<file path="src/rtl/dwvp_pkg.sv">
// Shared types and constants for the dual-wheel velocity PID unit.
// No dependencies; imported by every other file in rtl/.
`default_nettype none

package dwvp_pkg;

    localparam int GAIN_W    = 24;
    localparam int TRACK_W   = 10;
    localparam int SCALE_W   = 16;
    localparam int LIN_W     = 13;
    localparam int TURN_W    = 16;
    localparam int PWM_W     = 8;
    localparam int ERR_W     = 32;
    localparam int VEL_W     = 28;   // twice the wheel speed, Q.12
    localparam int BASE_SH   = 13;   // lin * 2 * 4096
    localparam int SETP_W    = 43;   // |2v| (27 bits) * ticks_scale (16 bits)
    localparam int SET_SH_BASE = 29; // set shift is this minus FRAC_BITS

    localparam int MUL_A_W   = 34;   // signed multiplicand
    localparam int MUL_B_W   = 24;   // unsigned multiplier, one bit per cycle
    localparam int PROD_W    = MUL_A_W + MUL_B_W;
    localparam int ACC_W     = PROD_W + 2;

    localparam int DRV_MAX_INT = 255;

    localparam int APB_AW    = 5;
    localparam int APB_DW    = 32;
    localparam int OUT_W     = 24;

    localparam logic [ERR_W-1:0] ERR_MAX = 32'h7FFF_FFFF;
    localparam logic [ERR_W-1:0] ERR_MIN = 32'h8000_0000;

    localparam logic [GAIN_W-1:0]  KP_RST    = 24'd53084;
    localparam logic [GAIN_W-1:0]  KI_RST    = 24'd26293;
    localparam logic [GAIN_W-1:0]  KD_RST    = 24'd32768;
    localparam logic [TRACK_W-1:0] TRACK_RST = 10'd207;
    localparam logic [SCALE_W-1:0] SCALE_RST = 16'd2961;

    typedef enum logic [2:0] {
        REG_LEFT_KP   = 3'd0,
        REG_LEFT_KI   = 3'd1,
        REG_LEFT_KD   = 3'd2,
        REG_RIGHT_KP  = 3'd3,
        REG_RIGHT_KI  = 3'd4,
        REG_RIGHT_KD  = 3'd5,
        REG_TRACK     = 3'd6,
        REG_SCALE     = 3'd7
    } reg_idx_t;

    typedef struct packed {
        logic [GAIN_W-1:0]  kp_l;
        logic [GAIN_W-1:0]  ki_l;
        logic [GAIN_W-1:0]  kd_l;
        logic [GAIN_W-1:0]  kp_r;
        logic [GAIN_W-1:0]  ki_r;
        logic [GAIN_W-1:0]  kd_r;
        logic [TRACK_W-1:0] track;
        logic [SCALE_W-1:0] scale;
    } cfg_t;

    typedef struct packed {
        logic               rev_r;
        logic               rev_l;
        logic [PWM_W-1:0]   pwm_r;
        logic [PWM_W-1:0]   pwm_l;
    } res_t;

    // multiply request: a is two's complement, b unsigned
    typedef struct packed {
        logic               start;
        logic [MUL_A_W-1:0] a;
        logic [MUL_B_W-1:0] b;
    } mul_req_t;

endpackage

`default_nettype wire

</file>
<file path="src/rtl/dual_wheel_velocity_pid_unit.sv">
// Each accepted request runs to its result in the output register before another is taken.
// Nine shift-add multiplies on one shared unit, each with start and done (speed
// split, then set-point, Kp, Ki and Kd per wheel), four steps per wheel and
// the output register load make up that run. A new request is accepted only in idle.
// Reset (rst_n, async low): gains and scales to defaults, PID sums, errors, drives to zero.
// Top level: APB register file, stream input and output register. Depends on dwvp_pkg, dwvp_core.
`default_nettype none

module dual_wheel_velocity_pid_unit import dwvp_pkg::*;
#(
    parameter int FRAC_BITS = 16,
    parameter int TICK_BITS = 10
)
(
    input  wire logic                 clk,
    input  wire logic                 rst_n,
    // apb
    input  wire logic                 psel,
    input  wire logic                 penable,
    input  wire logic                 pwrite,
    input  wire logic [APB_AW-1:0]    paddr,
    input  wire logic [APB_DW-1:0]    pwdata,
    output logic [APB_DW-1:0]         prdata,
    output logic                      pready,
    // input stream
    input  wire logic                 s_axis_tvalid,
    output logic                      s_axis_tready,
    // [TICK_BITS-1:0] left_ticks, then right_ticks, linear_speed (13), turn_rate (16), zero pad
    input  wire logic [((2*TICK_BITS + LIN_W + TURN_W + 7) / 8) * 8 - 1:0] s_axis_tdata,
    // output stream
    output logic                      m_axis_tvalid,
    input  wire logic                 m_axis_tready,
    // [7:0] left_pwm, [15:8] right_pwm, [16] left_reverse, [17] right_reverse, zero pad
    output logic [OUT_W-1:0]          m_axis_tdata
);

    localparam int RT_LO  = TICK_BITS;
    localparam int LIN_LO = 2 * TICK_BITS;
    localparam int TRN_LO = LIN_LO + LIN_W;

    cfg_t               cfg_reg;
    logic               m_tvalid_reg;
    logic [OUT_W-1:0]   m_tdata_reg;

    logic               item_start;
    logic               core_ready;
    logic               res_valid;
    logic               res_take;
    res_t               res;
    logic               wr_en;
    reg_idx_t           reg_idx;

    assign reg_idx = reg_idx_t'(paddr[APB_AW-1:2]);
    assign wr_en   = psel & penable & pwrite;
    assign pready  = 1'b1;

    always_ff @(posedge clk or negedge rst_n)
    begin
        if (!rst_n)
        begin
            cfg_reg.kp_l  <= KP_RST;
            cfg_reg.ki_l  <= KI_RST;
            cfg_reg.kd_l  <= KD_RST;
            cfg_reg.kp_r  <= KP_RST;
            cfg_reg.ki_r  <= KI_RST;
            cfg_reg.kd_r  <= KD_RST;
            cfg_reg.track <= TRACK_RST;
            cfg_reg.scale <= SCALE_RST;
        end
        else if (wr_en)
        begin
            case (reg_idx)
                REG_LEFT_KP:  cfg_reg.kp_l  <= pwdata[GAIN_W-1:0];
                REG_LEFT_KI:  cfg_reg.ki_l  <= pwdata[GAIN_W-1:0];
                REG_LEFT_KD:  cfg_reg.kd_l  <= pwdata[GAIN_W-1:0];
                REG_RIGHT_KP: cfg_reg.kp_r  <= pwdata[GAIN_W-1:0];
                REG_RIGHT_KI: cfg_reg.ki_r  <= pwdata[GAIN_W-1:0];
                REG_RIGHT_KD: cfg_reg.kd_r  <= pwdata[GAIN_W-1:0];
                REG_TRACK:    cfg_reg.track <= pwdata[TRACK_W-1:0];
                REG_SCALE:    cfg_reg.scale <= pwdata[SCALE_W-1:0];
                default:      cfg_reg       <= cfg_reg;
            endcase
        end
    end

    always_comb
    begin
        case (reg_idx)
            REG_LEFT_KP:  prdata = APB_DW'(cfg_reg.kp_l);
            REG_LEFT_KI:  prdata = APB_DW'(cfg_reg.ki_l);
            REG_LEFT_KD:  prdata = APB_DW'(cfg_reg.kd_l);
            REG_RIGHT_KP: prdata = APB_DW'(cfg_reg.kp_r);
            REG_RIGHT_KI: prdata = APB_DW'(cfg_reg.ki_r);
            REG_RIGHT_KD: prdata = APB_DW'(cfg_reg.kd_r);
            REG_TRACK:    prdata = APB_DW'(cfg_reg.track);
            REG_SCALE:    prdata = APB_DW'(cfg_reg.scale);
            default:      prdata = '0;
        endcase
    end

    assign s_axis_tready = core_ready;
    assign item_start    = s_axis_tvalid & core_ready;

    dwvp_core #(
        .FRAC_BITS (FRAC_BITS),
        .TICK_BITS (TICK_BITS)
    ) u_core (
        .clk          (clk),
        .rst_n        (rst_n),
        .cfg          (cfg_reg),
        .item_start   (item_start),
        .left_ticks   ($signed(s_axis_tdata[TICK_BITS-1:0])),
        .right_ticks  ($signed(s_axis_tdata[RT_LO +: TICK_BITS])),
        .linear_speed ($signed(s_axis_tdata[LIN_LO +: LIN_W])),
        .turn_rate    ($signed(s_axis_tdata[TRN_LO +: TURN_W])),
        .ready        (core_ready),
        .res_valid    (res_valid),
        .res          (res),
        .res_take     (res_take)
    );

    // output register frees the core while the result waits downstream
    assign res_take = res_valid & (~m_tvalid_reg | m_axis_tready);

    always_ff @(posedge clk or negedge rst_n)
    begin
        if (!rst_n)
            m_tvalid_reg <= 1'b0;
        else if (res_take)
            m_tvalid_reg <= 1'b1;
        else if (m_axis_tready)
            m_tvalid_reg <= 1'b0;
    end

    always_ff @(posedge clk)
    begin
        if (res_take)
            m_tdata_reg <= OUT_W'({res.rev_r, res.rev_l, res.pwm_r, res.pwm_l});
    end

    assign m_axis_tvalid = m_tvalid_reg;
    assign m_axis_tdata  = m_tdata_reg;

endmodule

`default_nettype wire

</file>
<file path="src/rtl/dwvp_mul.sv">
// Serial-parallel shift-add multiplier, one multiplier bit per cycle.
// Depends on dwvp_pkg (mul_req_t and operand widths).
`default_nettype none

module dwvp_mul import dwvp_pkg::*;
(
    input  wire logic              clk,
    input  wire logic              rst_n,
    input  wire mul_req_t          req,
    output logic                   done,
    output logic [PROD_W-1:0]      prod
);

    localparam int CNT_W = $clog2(MUL_B_W);

    logic                 busy_reg;
    logic                 done_reg;
    logic [CNT_W-1:0]     cnt_reg;
    logic [MUL_A_W-1:0]   a_reg;
    logic [MUL_A_W:0]     h_reg;
    logic [MUL_B_W-1:0]   l_reg;
    logic [MUL_A_W:0]     h_sum;

    always_comb
    begin
        if (l_reg[0])
            h_sum = h_reg + {a_reg[MUL_A_W-1], a_reg};
        else
            h_sum = h_reg;
    end

    always_ff @(posedge clk or negedge rst_n)
    begin
        if (!rst_n)
        begin
            busy_reg <= 1'b0;
            done_reg <= 1'b0;
            cnt_reg  <= '0;
        end
        else
        begin
            done_reg <= 1'b0;
            if (req.start)
            begin
                busy_reg <= 1'b1;
                cnt_reg  <= '0;
            end
            else if (busy_reg)
            begin
                cnt_reg <= cnt_reg + CNT_W'(1);
                if (cnt_reg == CNT_W'(MUL_B_W - 1))
                begin
                    busy_reg <= 1'b0;
                    done_reg <= 1'b1;
                end
            end
        end
    end

    // partial product shifts right into l_reg as multiplier bits retire
    always_ff @(posedge clk)
    begin
        if (req.start)
        begin
            a_reg <= req.a;
            h_reg <= '0;
            l_reg <= req.b;
        end
        else if (busy_reg)
        begin
            h_reg <= {h_sum[MUL_A_W], h_sum[MUL_A_W:1]};
            l_reg <= {h_sum[0], l_reg[MUL_B_W-1:1]};
        end
    end

    assign done = done_reg;
    assign prod = {h_reg[MUL_A_W-1:0], l_reg};

    a_no_restart: assert property (@(posedge clk) disable iff (!rst_n)
        req.start |-> !busy_reg)
        else $error("multiply request while busy");

    a_done_after_busy: assert property (@(posedge clk) disable iff (!rst_n)
        done_reg |-> !busy_reg && $past(busy_reg))
        else $error("multiply done without a finished run");

endmodule

`default_nettype wire

</file>
<file path="src/rtl/dwvp_core.sv">
// Sequencer and datapath for both wheels: speed split, set-point, PID, drive.
// Depends on dwvp_pkg and dwvp_mul (shared serial multiplier).
`default_nettype none

module dwvp_core import dwvp_pkg::*;
#(
    parameter int FRAC_BITS = 16,
    parameter int TICK_BITS = 10
)
(
    input  wire logic                        clk,
    input  wire logic                        rst_n,
    input  wire cfg_t                        cfg,
    input  wire logic                        item_start,
    input  wire logic signed [TICK_BITS-1:0] left_ticks,
    input  wire logic signed [TICK_BITS-1:0] right_ticks,
    input  wire logic signed [LIN_W-1:0]     linear_speed,
    input  wire logic signed [TURN_W-1:0]    turn_rate,
    output logic                             ready,
    output logic                             res_valid,
    output res_t                             res,
    input  wire logic                        res_take
);

    localparam int DRV_W  = FRAC_BITS + 10;
    localparam int SET_SH = SET_SH_BASE - FRAC_BITS;
    localparam int SET_W  = SETP_W - SET_SH;
    localparam int ATS_W  = TICK_BITS + FRAC_BITS;
    localparam int EW     = ((SET_W > ATS_W) ? SET_W : ATS_W) + 1;
    localparam int XW     = (EW > ERR_W + 1) ? EW : ERR_W + 1;
    localparam int SUM_W  = ACC_W + 1;

    localparam logic signed [XW-1:0]    E_HI = XW'(ERR_MAX);
    localparam logic signed [XW-1:0]    E_LO = ~E_HI;
    localparam logic signed [SUM_W-1:0] D_HI = SUM_W'(DRV_MAX_INT) << FRAC_BITS;
    localparam logic signed [SUM_W-1:0] D_LO = -D_HI;

    typedef enum logic [3:0] {
        ST_IDLE,
        ST_SPIN,
        ST_SET,
        ST_ERR,
        ST_UPD,
        ST_KP,
        ST_KI,
        ST_KD,
        ST_DRV,
        ST_CLMP,
        ST_DONE
    } state_t;

    state_t                      state_reg;
    logic                        wheel_reg;
    logic                        mstart_reg;
    logic signed [ERR_W-1:0]     sum_reg   [2];
    logic signed [ERR_W-1:0]     last_reg  [2];
    logic signed [DRV_W-1:0]     drive_reg [2];
    res_t                        res_reg;

    logic signed [TICK_BITS-1:0] lt_reg, rt_reg;
    logic signed [LIN_W-1:0]     lin_reg;
    logic signed [TURN_W-1:0]    turn_reg;
    logic signed [VEL_W-1:0]     tv_reg [2];
    logic [SET_W-1:0]            set_reg;
    logic signed [ERR_W-1:0]     e_reg;
    logic signed [ERR_W:0]       de_reg;
    logic signed [ACC_W-1:0]     acc_reg;
    logic signed [SUM_W-1:0]     dsum_reg;

    mul_req_t                    mreq;
    logic                        mul_done;
    logic [PROD_W-1:0]           mul_prod;
    logic signed [PROD_W-1:0]    prod_s;

    logic signed [VEL_W-1:0]     tv_cur, base, spin;
    logic [VEL_W-1:0]            mag;
    logic signed [TICK_BITS-1:0] ticks_cur;
    logic [TICK_BITS-1:0]        at_mag;
    logic [ATS_W-1:0]            at_sh;
    logic signed [XW-1:0]        diff;
    logic signed [ERR_W-1:0]     e_sat;
    logic signed [ERR_W:0]       sum_add;
    logic signed [ERR_W-1:0]     sum_sat;
    logic signed [ERR_W:0]       de_new;
    logic signed [ACC_W-1:0]     out_sh;
    logic signed [SUM_W-1:0]     dsum_new;
    logic signed [DRV_W-1:0]     drive_new;
    logic                        set_zero;
    logic [PWM_W-1:0]            pwm_new;
    logic                        rev_new;
    logic [GAIN_W-1:0]           kp_cur, ki_cur, kd_cur;

    dwvp_mul u_mul (
        .clk   (clk),
        .rst_n (rst_n),
        .req   (mreq),
        .done  (mul_done),
        .prod  (mul_prod)
    );

    assign prod_s = $signed(mul_prod);

    always_comb
    begin
        kp_cur = wheel_reg ? cfg.kp_r : cfg.kp_l;
        ki_cur = wheel_reg ? cfg.ki_r : cfg.ki_l;
        kd_cur = wheel_reg ? cfg.kd_r : cfg.kd_l;

        base = {{(VEL_W - LIN_W - BASE_SH){lin_reg[LIN_W-1]}}, lin_reg, {BASE_SH{1'b0}}};
        spin = prod_s[VEL_W-1:0];

        tv_cur = tv_reg[wheel_reg];
        mag    = tv_cur[VEL_W-1] ? VEL_W'(-tv_cur) : VEL_W'(tv_cur);

        // magnitude of the most negative count wraps to the right unsigned value
        ticks_cur = wheel_reg ? rt_reg : lt_reg;
        at_mag    = ticks_cur[TICK_BITS-1] ? TICK_BITS'(-ticks_cur) : TICK_BITS'(ticks_cur);
        at_sh     = {at_mag, {FRAC_BITS{1'b0}}};

        diff = $signed(XW'(set_reg)) - $signed(XW'(at_sh));
        if (diff > E_HI)
            e_sat = ERR_MAX;
        else if (diff < E_LO)
            e_sat = ERR_MIN;
        else
            e_sat = diff[ERR_W-1:0];

        sum_add = {sum_reg[wheel_reg][ERR_W-1], sum_reg[wheel_reg]} + {e_reg[ERR_W-1], e_reg};
        if (sum_add[ERR_W] != sum_add[ERR_W-1])
            sum_sat = sum_add[ERR_W] ? ERR_MIN : ERR_MAX;
        else
            sum_sat = sum_add[ERR_W-1:0];

        de_new = {e_reg[ERR_W-1], e_reg} - {last_reg[wheel_reg][ERR_W-1], last_reg[wheel_reg]};

        out_sh   = acc_reg >>> FRAC_BITS;
        dsum_new = SUM_W'(drive_reg[wheel_reg]) + SUM_W'(out_sh);

        set_zero = (set_reg == '0);
        if (set_zero)
            drive_new = '0;
        else if (dsum_reg > D_HI)
            drive_new = D_HI[DRV_W-1:0];
        else if (dsum_reg < D_LO)
            drive_new = D_LO[DRV_W-1:0];
        else
            drive_new = dsum_reg[DRV_W-1:0];

        pwm_new = drive_new[DRV_W-1] ? '0 : drive_new[FRAC_BITS +: PWM_W];
        rev_new = tv_cur[VEL_W-1] | set_zero;
    end

    // operands follow the state; the unit latches them on the start pulse
    always_comb
    begin
        mreq.start = mstart_reg;
        case (state_reg)
            ST_SPIN:
            begin
                mreq.a = MUL_A_W'(turn_reg);
                mreq.b = MUL_B_W'(cfg.track);
            end
            ST_SET:
            begin
                mreq.a = MUL_A_W'(mag);
                mreq.b = MUL_B_W'(cfg.scale);
            end
            ST_KP:
            begin
                mreq.a = MUL_A_W'(e_reg);
                mreq.b = kp_cur;
            end
            ST_KI:
            begin
                mreq.a = MUL_A_W'(sum_reg[wheel_reg]);
                mreq.b = ki_cur;
            end
            ST_KD:
            begin
                mreq.a = MUL_A_W'(de_reg);
                mreq.b = kd_cur;
            end
            default:
            begin
                mreq.a = '0;
                mreq.b = '0;
            end
        endcase
    end

    always_ff @(posedge clk or negedge rst_n)
    begin
        if (!rst_n)
        begin
            state_reg    <= ST_IDLE;
            wheel_reg    <= 1'b0;
            mstart_reg   <= 1'b0;
            sum_reg[0]   <= '0;
            sum_reg[1]   <= '0;
            last_reg[0]  <= '0;
            last_reg[1]  <= '0;
            drive_reg[0] <= '0;
            drive_reg[1] <= '0;
            res_reg      <= '0;
        end
        else
        begin
            mstart_reg <= 1'b0;
            case (state_reg)
                ST_IDLE:
                begin
                    wheel_reg <= 1'b0;
                    if (item_start)
                    begin
                        state_reg  <= ST_SPIN;
                        mstart_reg <= 1'b1;
                    end
                end
                ST_SPIN:
                begin
                    if (mul_done)
                    begin
                        state_reg  <= ST_SET;
                        mstart_reg <= 1'b1;
                    end
                end
                ST_SET:
                begin
                    if (mul_done)
                        state_reg <= ST_ERR;
                end
                ST_ERR:
                begin
                    state_reg <= ST_UPD;
                end
                ST_UPD:
                begin
                    sum_reg[wheel_reg]  <= sum_sat;
                    last_reg[wheel_reg] <= e_reg;
                    state_reg           <= ST_KP;
                    mstart_reg          <= 1'b1;
                end
                ST_KP:
                begin
                    if (mul_done)
                    begin
                        state_reg  <= ST_KI;
                        mstart_reg <= 1'b1;
                    end
                end
                ST_KI:
                begin
                    if (mul_done)
                    begin
                        state_reg  <= ST_KD;
                        mstart_reg <= 1'b1;
                    end
                end
                ST_KD:
                begin
                    if (mul_done)
                        state_reg <= ST_DRV;
                end
                ST_DRV:
                begin
                    state_reg <= ST_CLMP;
                end
                ST_CLMP:
                begin
                    drive_reg[wheel_reg] <= drive_new;
                    if (wheel_reg)
                    begin
                        res_reg.pwm_r <= pwm_new;
                        res_reg.rev_r <= rev_new;
                        state_reg     <= ST_DONE;
                    end
                    else
                    begin
                        res_reg.pwm_l <= pwm_new;
                        res_reg.rev_l <= rev_new;
                        wheel_reg     <= 1'b1;
                        state_reg     <= ST_SET;
                        mstart_reg    <= 1'b1;
                    end
                end
                ST_DONE:
                begin
                    if (res_take)
                        state_reg <= ST_IDLE;
                end
                default:
                begin
                    state_reg <= ST_IDLE;
                end
            endcase
        end
    end

    // datapath registers, no reset needed
    always_ff @(posedge clk)
    begin
        if (state_reg == ST_IDLE && item_start)
        begin
            lt_reg   <= left_ticks;
            rt_reg   <= right_ticks;
            lin_reg  <= linear_speed;
            turn_reg <= turn_rate;
        end
        if (state_reg == ST_SPIN && mul_done)
        begin
            tv_reg[0] <= base + spin;
            tv_reg[1] <= base - spin;
        end
        if (state_reg == ST_SET && mul_done)
            set_reg <= mul_prod[SET_SH +: SET_W];
        if (state_reg == ST_ERR)
            e_reg <= e_sat;
        if (state_reg == ST_UPD)
            de_reg <= de_new;
        if (state_reg == ST_KP && mul_done)
            acc_reg <= ACC_W'(prod_s);
        if ((state_reg == ST_KI || state_reg == ST_KD) && mul_done)
            acc_reg <= acc_reg + ACC_W'(prod_s);
        if (state_reg == ST_DRV)
            dsum_reg <= dsum_new;
    end

    assign ready     = (state_reg == ST_IDLE);
    assign res_valid = (state_reg == ST_DONE);
    assign res       = res_reg;

    a_drive_range: assert property (@(posedge clk) disable iff (!rst_n)
        SUM_W'(drive_reg[0]) <= D_HI && SUM_W'(drive_reg[0]) >= D_LO &&
        SUM_W'(drive_reg[1]) <= D_HI && SUM_W'(drive_reg[1]) >= D_LO)
        else $error("drive outside saturation range");

    a_start_idle: assert property (@(posedge clk) disable iff (!rst_n)
        item_start |-> state_reg == ST_IDLE)
        else $error("item request taken while busy");

    a_done_both: assert property (@(posedge clk) disable iff (!rst_n)
        state_reg == ST_DONE |-> wheel_reg)
        else $error("result ready before right wheel finished");

    a_mul_state: assert property (@(posedge clk) disable iff (!rst_n)
        mul_done |-> (state_reg == ST_SPIN || state_reg == ST_SET ||
                      state_reg == ST_KP || state_reg == ST_KI || state_reg == ST_KD))
        else $error("multiply finished outside a multiply step");

endmodule

`default_nettype wire

</file>
<file path="config.mk">
export PLATFORM = sky130hd
export DESIGN_NAME = dual_wheel_velocity_pid_unit
export DESIGN_NICKNAME = d
export VERILOG_FILES = /design/src/rtl/dwvp_pkg.sv /design/src/rtl/dual_wheel_velocity_pid_unit.sv /design/src/rtl/dwvp_mul.sv /design/src/rtl/dwvp_core.sv
export SDC_FILE = /design/constraint.sdc
export NUM_CORES = 2
export LEC_CHECK = 0
export ABC_CLOCK_PERIOD_IN_PS = 5600
export BUFFER_PORTS_ARGS = -buffer_cell sky130_fd_sc_hd__buf_2
export CAP_MARGIN = 30
export CORE_MARGIN = 2
export CORE_UTILIZATION = 63
export CTS_CLUSTER_SIZE = 30
export DETAILED_ROUTE_END_ITERATION = 6
export PLACE_DENSITY_LB_ADDON = 0.1
export SLEW_MARGIN = 20
export SYNTH_ARGS = -nofsm -noshare
export SYNTH_HDL_FRONTEND = slang
export SYNTH_SLANG_ARGS = --single-unit
</file>
<file path="constraint.sdc">
create_clock -name clk -period 5.6 [get_ports clk]
set_input_delay 1.12 -clock clk [delete_from_list [all_inputs] [get_ports clk]]
set_output_delay 1.12 -clock clk [all_outputs]
set_load 0.01 [all_outputs]
</file>
# Word level (Yosys, flattened, before mapping)
# Memories as Yosys holds them, arrays and structs flattened.
# Cells that the tools add are included.
# classes
add_sub_neg,11
multipliers,0
div_mod_pow,0
magnitude_cmp,6
eq_ne,26
n_shift,0
muxes,62
bitwise,9
reduce_logical,26
# ops
op,n
two-way mux 32 bit,10
one-hot mux 58 bit (5 select lines),1
one-hot mux 32 bit (8 select lines),1
two-way mux 26 bit,7
bitwise mux 64 bit,2
two-way mux 24 bit,5
two-way mux 60 bit,2
greater-than comparator 61 x 25 -> 1 bit (second input constant),1
< comparator 61 x 25 -> 1 bit (second input constant),1
adder 60 x 58 -> 60 bit,1
bitwise mux 52 bit,1
adder 26 x 44 -> 45 bit,1
one-hot mux 4 bit (11 select lines),1
adder 34 x 34 -> 35 bit,1
two-way mux 35 bit,1
adder 32 x 32 -> 33 bit,1
greater-than comparator 33 x 32 -> 1 bit (second input constant),1
< comparator 33 x 32 -> 1 bit (second input constant),1
subtractor 32 x 32 -> 33 bit,1
demux 32 bit (select 1 bit),1
two-way mux 4 bit,8
subtractor 30 x 26 -> 31 bit,1
logical NOT 30 bit,1
adder 26 x 28 -> 28 bit,1
37 further kinds,88
# word_totals
ff_bits,757
latchBits,0
mem_bits_rw,56
mem_bits_ro,0
out_inout_bits,59
word_cells,179
mem_count,1
# mem_list
name,depth,width,rd,rd_ports_with_merged_regs,write_ports,line,text
u_core.tv_reg,2,28,1,0,2,dwvp_core.sv:63,logic signed [VEL_W-1:0] tv_reg [2];

# Depth between registers and ports, before layout
# depth
ltp_word,8
mapped_depth,22
ltp_nobuf,16

# Hierarchy
# Synthesis repeated with hierarchy kept, for this count alone.
# unflattened
cells_unflattened,4735
area_unflattened_um2,48051.1
# modules_own_cells
mod,instances,cells_per_inst,area_each_um2
dwvp_core,1,3537,33653.5
dual_wheel_velocity_pid_unit,1,623,8618.3
dwvp_mul,1,575,5779.3

# Worst setup path after synthesis
# OpenSTA, ideal clock, no wires.
# synth_path
kind,flip-flop to flip-flop
start,register u_core.wheel_reg
end,"register u_core.dsum_reg[38], data pin"
setup_time_ns,0.260
arrival_ns,4.686
required_ns,5.340
slack_ns,0.654
path_stages_with_launch,22
n_path_buf,7
period_less_slack_ns,4.946
path_cell_list,dfrtp_1 buf_2 buf_2 buf_2 buf_2 buf_2 buf_2 buf_1 mux2_2 ha_1 inv_1 fa_1 nor2b_1 o21a_1 o21ai_0 a21oi_2 a21oi_1 o21ai_0 a41oi_1 o41ai_1 a21boi_0 xnor2_1
# synth_between
elab_chain_cells,5
# synth_rtl
element,line,text
from (decl),dwvp_core.sv:53,logic wheel_reg;
from (signal assigned),dwvp_core.sv:196,wheel_reg <= 1'b0;
from (signal assigned),dwvp_core.sv:212,wheel_reg <= 1'b0;
from (signal assigned),dwvp_core.sv:281,wheel_reg <= 1'b1;
inverter 1 -> 2 bit (not written as such),dwvp_core.sv:137,dsum_new = SUM_W'(drive_reg[wheel_reg]) + SUM_W'(out_sh);
two-way mux 26 bit (not written as such) (3 in a row),dwvp_core.sv:137,
adder 26 x 44 -> 45 bit,dwvp_core.sv:137,
via u_core.dsum_new[38],dwvp_core.sv:86,logic signed [SUM_W-1:0] dsum_new;
to (signal assigned),dwvp_core.sv:325,dsum_reg <= dsum_new;
to (decl),dwvp_core.sv:68,logic signed [SUM_W-1:0] dsum_reg;
# The timed path passes the listed nets, and every way through them passes these cells. The select of a mux whose other input is x is not followed.
# A chain may end at the register's enable or synchronous reset.

# Final worst setup path
# layout_path
start,register u_core.wheel_reg
end,register u_core.sum_reg[51] in the netlist's numbering
# layout_between
elab_chain_cells,8
elab_cells_between_ends,14
classes_between,add/sub: 1; order compare: 2; eq/ne: 1; mux: 8; bitwise: 1; reduce/logical: 1
# layout_rtl
element,line,text
inverter 1 -> 2 bit (not written as such) (*),"dwvp_core.sv:128, dwvp_core.sv:238",
two-way mux 32 bit (not written as such) (3 in a row),dwvp_core.sv:128,"sum_add = {sum_reg[wheel_reg][ERR_W-1], sum_reg[wheel_reg]} + {e_reg[ERR_W-1], e_reg};"
adder 32 x 32 -> 33 bit,dwvp_core.sv:128,
two-way mux 32 bit / inequality test 1 bit (equally long branches),"dwvp_core.sv:130, dwvp_core.sv:129",
two-way mux 32 bit,dwvp_core.sv:129,if (sum_add[ERR_W] != sum_add[ERR_W-1])
bitwise mux 64 bit (*),dwvp_core.sv:238,sum_reg[wheel_reg] <= sum_sat;
"to (signal, indexed assignment)",dwvp_core.sv:238,
to (decl),dwvp_core.sv:55,logic signed [ERR_W-1:0] sum_reg [2];
# Mark *: on every way between the ends. The rest lies on a longest branch, timed or not. The select of a mux whose other input is x is not followed.

==> results.py <==
metrics = {
    "die": {
        "die_h_um": 277,
        "core_area_um2": 74200,
        "io_pins": 159,
        "start_util_pct": 63.4,
        "die_w_um": 277,
        "std_cell_rows": 100,
        "dieArea_um2": 76800,
    },
    "critical_path": {
        "worstPathArrival_ns": 5.45,
        "crit_path_max_fanout": 32,
        "critical_path_class": "flip-flop to flip-flop",
        "crit_path_end_kind": "flip-flop",
        "worstSetupStartpointType": "flip-flop",
        "worstPathRequired_ns": 6.12,
    },
    "layout": {
        "largest_register_ffs": 170,
        "final_nets": 4985,
        "area_growth_pct": 9.77,
        "n_antenna_cell": 0,
        "final_layout_size_suffix_gt1_share_pct": 16.2,
        "fillers": 5708,
    },
    "clock_tree": {
        "cts_hold_buf": 0,
        "clk_latency_ns": 0.65,
        "cts_root_buffer": "clkbuf_16",
        "cts_made_buffers": 88,
        "cts_max_level": 3,
        "post_cts_resized": 0,
        "cts_tree": "yes",
        "clk_path_buf_depth": 3,
        "clk_pin_slew_ns": 0.06,
        "post_cts.repair.setup_buffers": 0,
        "numClockSinks": 795,
    },
    "routing": {
        "ant_nets": 0,
        "wl_per_cell_um": 21.6,
        "drc": 0,
        "drt-pass1-iter-count": 6,
        "drtIter0Drc": 3350,
        "vias_per_cell": 6.33,
        "num_vias": 35976,
        "finalWirelength_um": 123000,
    },
    "sta": {
        "tightest_slew_ns": 1.00,
        "finalClockSkew_ns": 0.0293,
        "finalCritPeriodShare_pct": 87.9,
        "setup_violations": 0,
        "rsz0062_at_grt": "false",
        "finalHoldViolations": 0,
        "report.final.slew_viol_count": 0,
        "tns_ns": 0,
        "holdWs_ns": 0.444,
        "min_period_ns": 4.92,
        "maxSlewHeadroom_pct": 33.0,
        "max_freq_mhz": 203,
    },
    "yosys": {
        "async_flop_share_pct": 48.1,
        "ys_seq_area_share_pct": 46.1,
        "yosys_warnings": 0,
        "ys.flop_type": "edfxtp_1",
        "synth_area_um2": 47000,
        "synth.most_common_cell": "nand2_1",
        "synth_edf_count": 379,
        "synth_cells": 4581,
        "synth.top_cell.area_share_pct": 24.2,
        "synth_common_cells": "nand2_1, edfxtp_1, dfrtp_1",
        "ys_types": 101,
        "ys_ff_latch": 795,
        "syn_area_per_cell_um2": 10.3,
        "synthTopCellsByArea": "edfxtp_1, dfrtp_1, mux2_2",
        "synth_top_cell_by_area": "edfxtp_1",
    },
    "run_status": {
        "outcome": "completed",
    },
    "place": {
        "hpwl_um": 86300,
        "place.gp.congestion": 0.952,
        "portBuffers": 126,
    },
    "power_and_ir_drop": {
        "power.leakage_nw": 21.7,
        "powerDensity_nw_per_um2": 592,
        "peakVddDrop_mv": 0.341,
    },
    "hold_path": {
        "worstHoldPathType": "flip-flop to flip-flop",
    },
    "grt": {
        "antenna_found_initial": 0,
        "grt_usage_pct": 31.6,
        "overflow": 0,
        "first_global_vias": 35001,
        "grt_pass1_wl_um": 193000,
        "grt_max_degree": 106,
    },
    "run": {
        "drv_cap": 0,
    },
}
==> path summary, 6_finish.rpt <==
| kind | startpoint | to | slack, ns | cells after the start |
|---|---|---|---|---|
| setup / recovery | u_core.wheel_reg | u_core.sum_reg[51] | 0.68 | 14 |
| hold / removal | u_core.res[4] | m_axis_tdata[4] | 0.44 | 0 |
| setup reg to reg | u_core.wheel_reg | u_core.sum_reg[51] | 0.68 | 14 |
| hold reg to reg | u_core.res[4] | m_axis_tdata[4] | 0.44 | 0 |
| max in group asynchronous | rst_n | u_core.res[17] | 3.95 | 2 |
| min in group asynchronous | rst_n | cfg_reg[90] | 0.53 | 1 |
==> placed cells by master (no fill, tap or decap), types with 87 or more instances in the layout <==
cell type and instances:
nor2_1 250, buf_2 125, a21o_1 113, a21oi_1 301, xor2_1 87, mux2i_1 140
inv_1 131, xnor2_1 159, dfrtp_1 327, clkbuf_16 89, mux2_2 299, ha_1 243
o21ai_0 310, edfxtp_1 379, nand2_1 557
==> power breakdown <==
| group | switching (mW) | leakage [nW] | internal, mW |
|---|---|---|---|
| combinational | 8.84 | 11.7 | 6.30 |
| clock | 2.45 | 1.45 | 3.49 |
| sequential | 1.26 | 8.54 | 8.20 |
| total | 12.5 | 21.7 | 18.0 |
==> metal layers <==
layer / share of wire (%) / up-vias / global-route usage, % / wire [µm]
met3: 5.9 / 266 / 3.47 / 7260
met5: 0 / - / 0 / 0
li1: - / 16996 / - / -
met4: 4.1 / 0 / 13.4 / 5070
met1: 43 / 17484 / 43.2 / 52600
met2: 47 / 1230 / 51.7 / 57700
==> kinds of logic after synthesis <==
kind of cell    share of synthesized area [%]
mux                                      10.3
flops                                    46.1
xor+xnor                                 4.64
buf+inv                                  3.30
compound gates                           16.9
other cells                            0.0160
simple gates                             11.9
fa+ha+maj                                6.86
==> through the flow <==
step	cells	power [mW]	setup WS [ns]	util, %	area (µm²)
detailed placement	5513	24.4	0.839	65.5	48600
floorplan	4594	20.6	0.654	-	47100
global route	5679	32.6	0.497	69.5	51600
CTS	5678	30.4	0.822	69.5	51600
finish	5679	30.5	0.676	69.5	51600
global placement	5513	24.0	0.889	65.5	48600
==> area by class of cell <==
cell class	count	area, µm²	share of cell area, %
well taps	969	1210	2.35
repair buffers	200	1280	2.48
multi-input cells	3417	23900	46.4
inverters	133	499	0.967
flip-flops and latches	795	21700	42.0
clock buffers	115	2430	4.72
clock inverters	50	547	1.06
==> critical path: stages (launching register included) <==
cell and delay (ns):
dfrtp_4 0.83, mux2_2 0.43, ha_1 0.20, inv_1 0.07
fa_1 0.26, nor2b_4 0.06, o31a_1 0.27, o31a_1 0.29
o31ai_1 0.53, a21oi_1 0.30, o2111ai_1 0.29, nand2_2 0.29
nor2_8 0.48, o21ai_1 0.17, mux2_2 0.30
(Power assumes the default switching activity.)
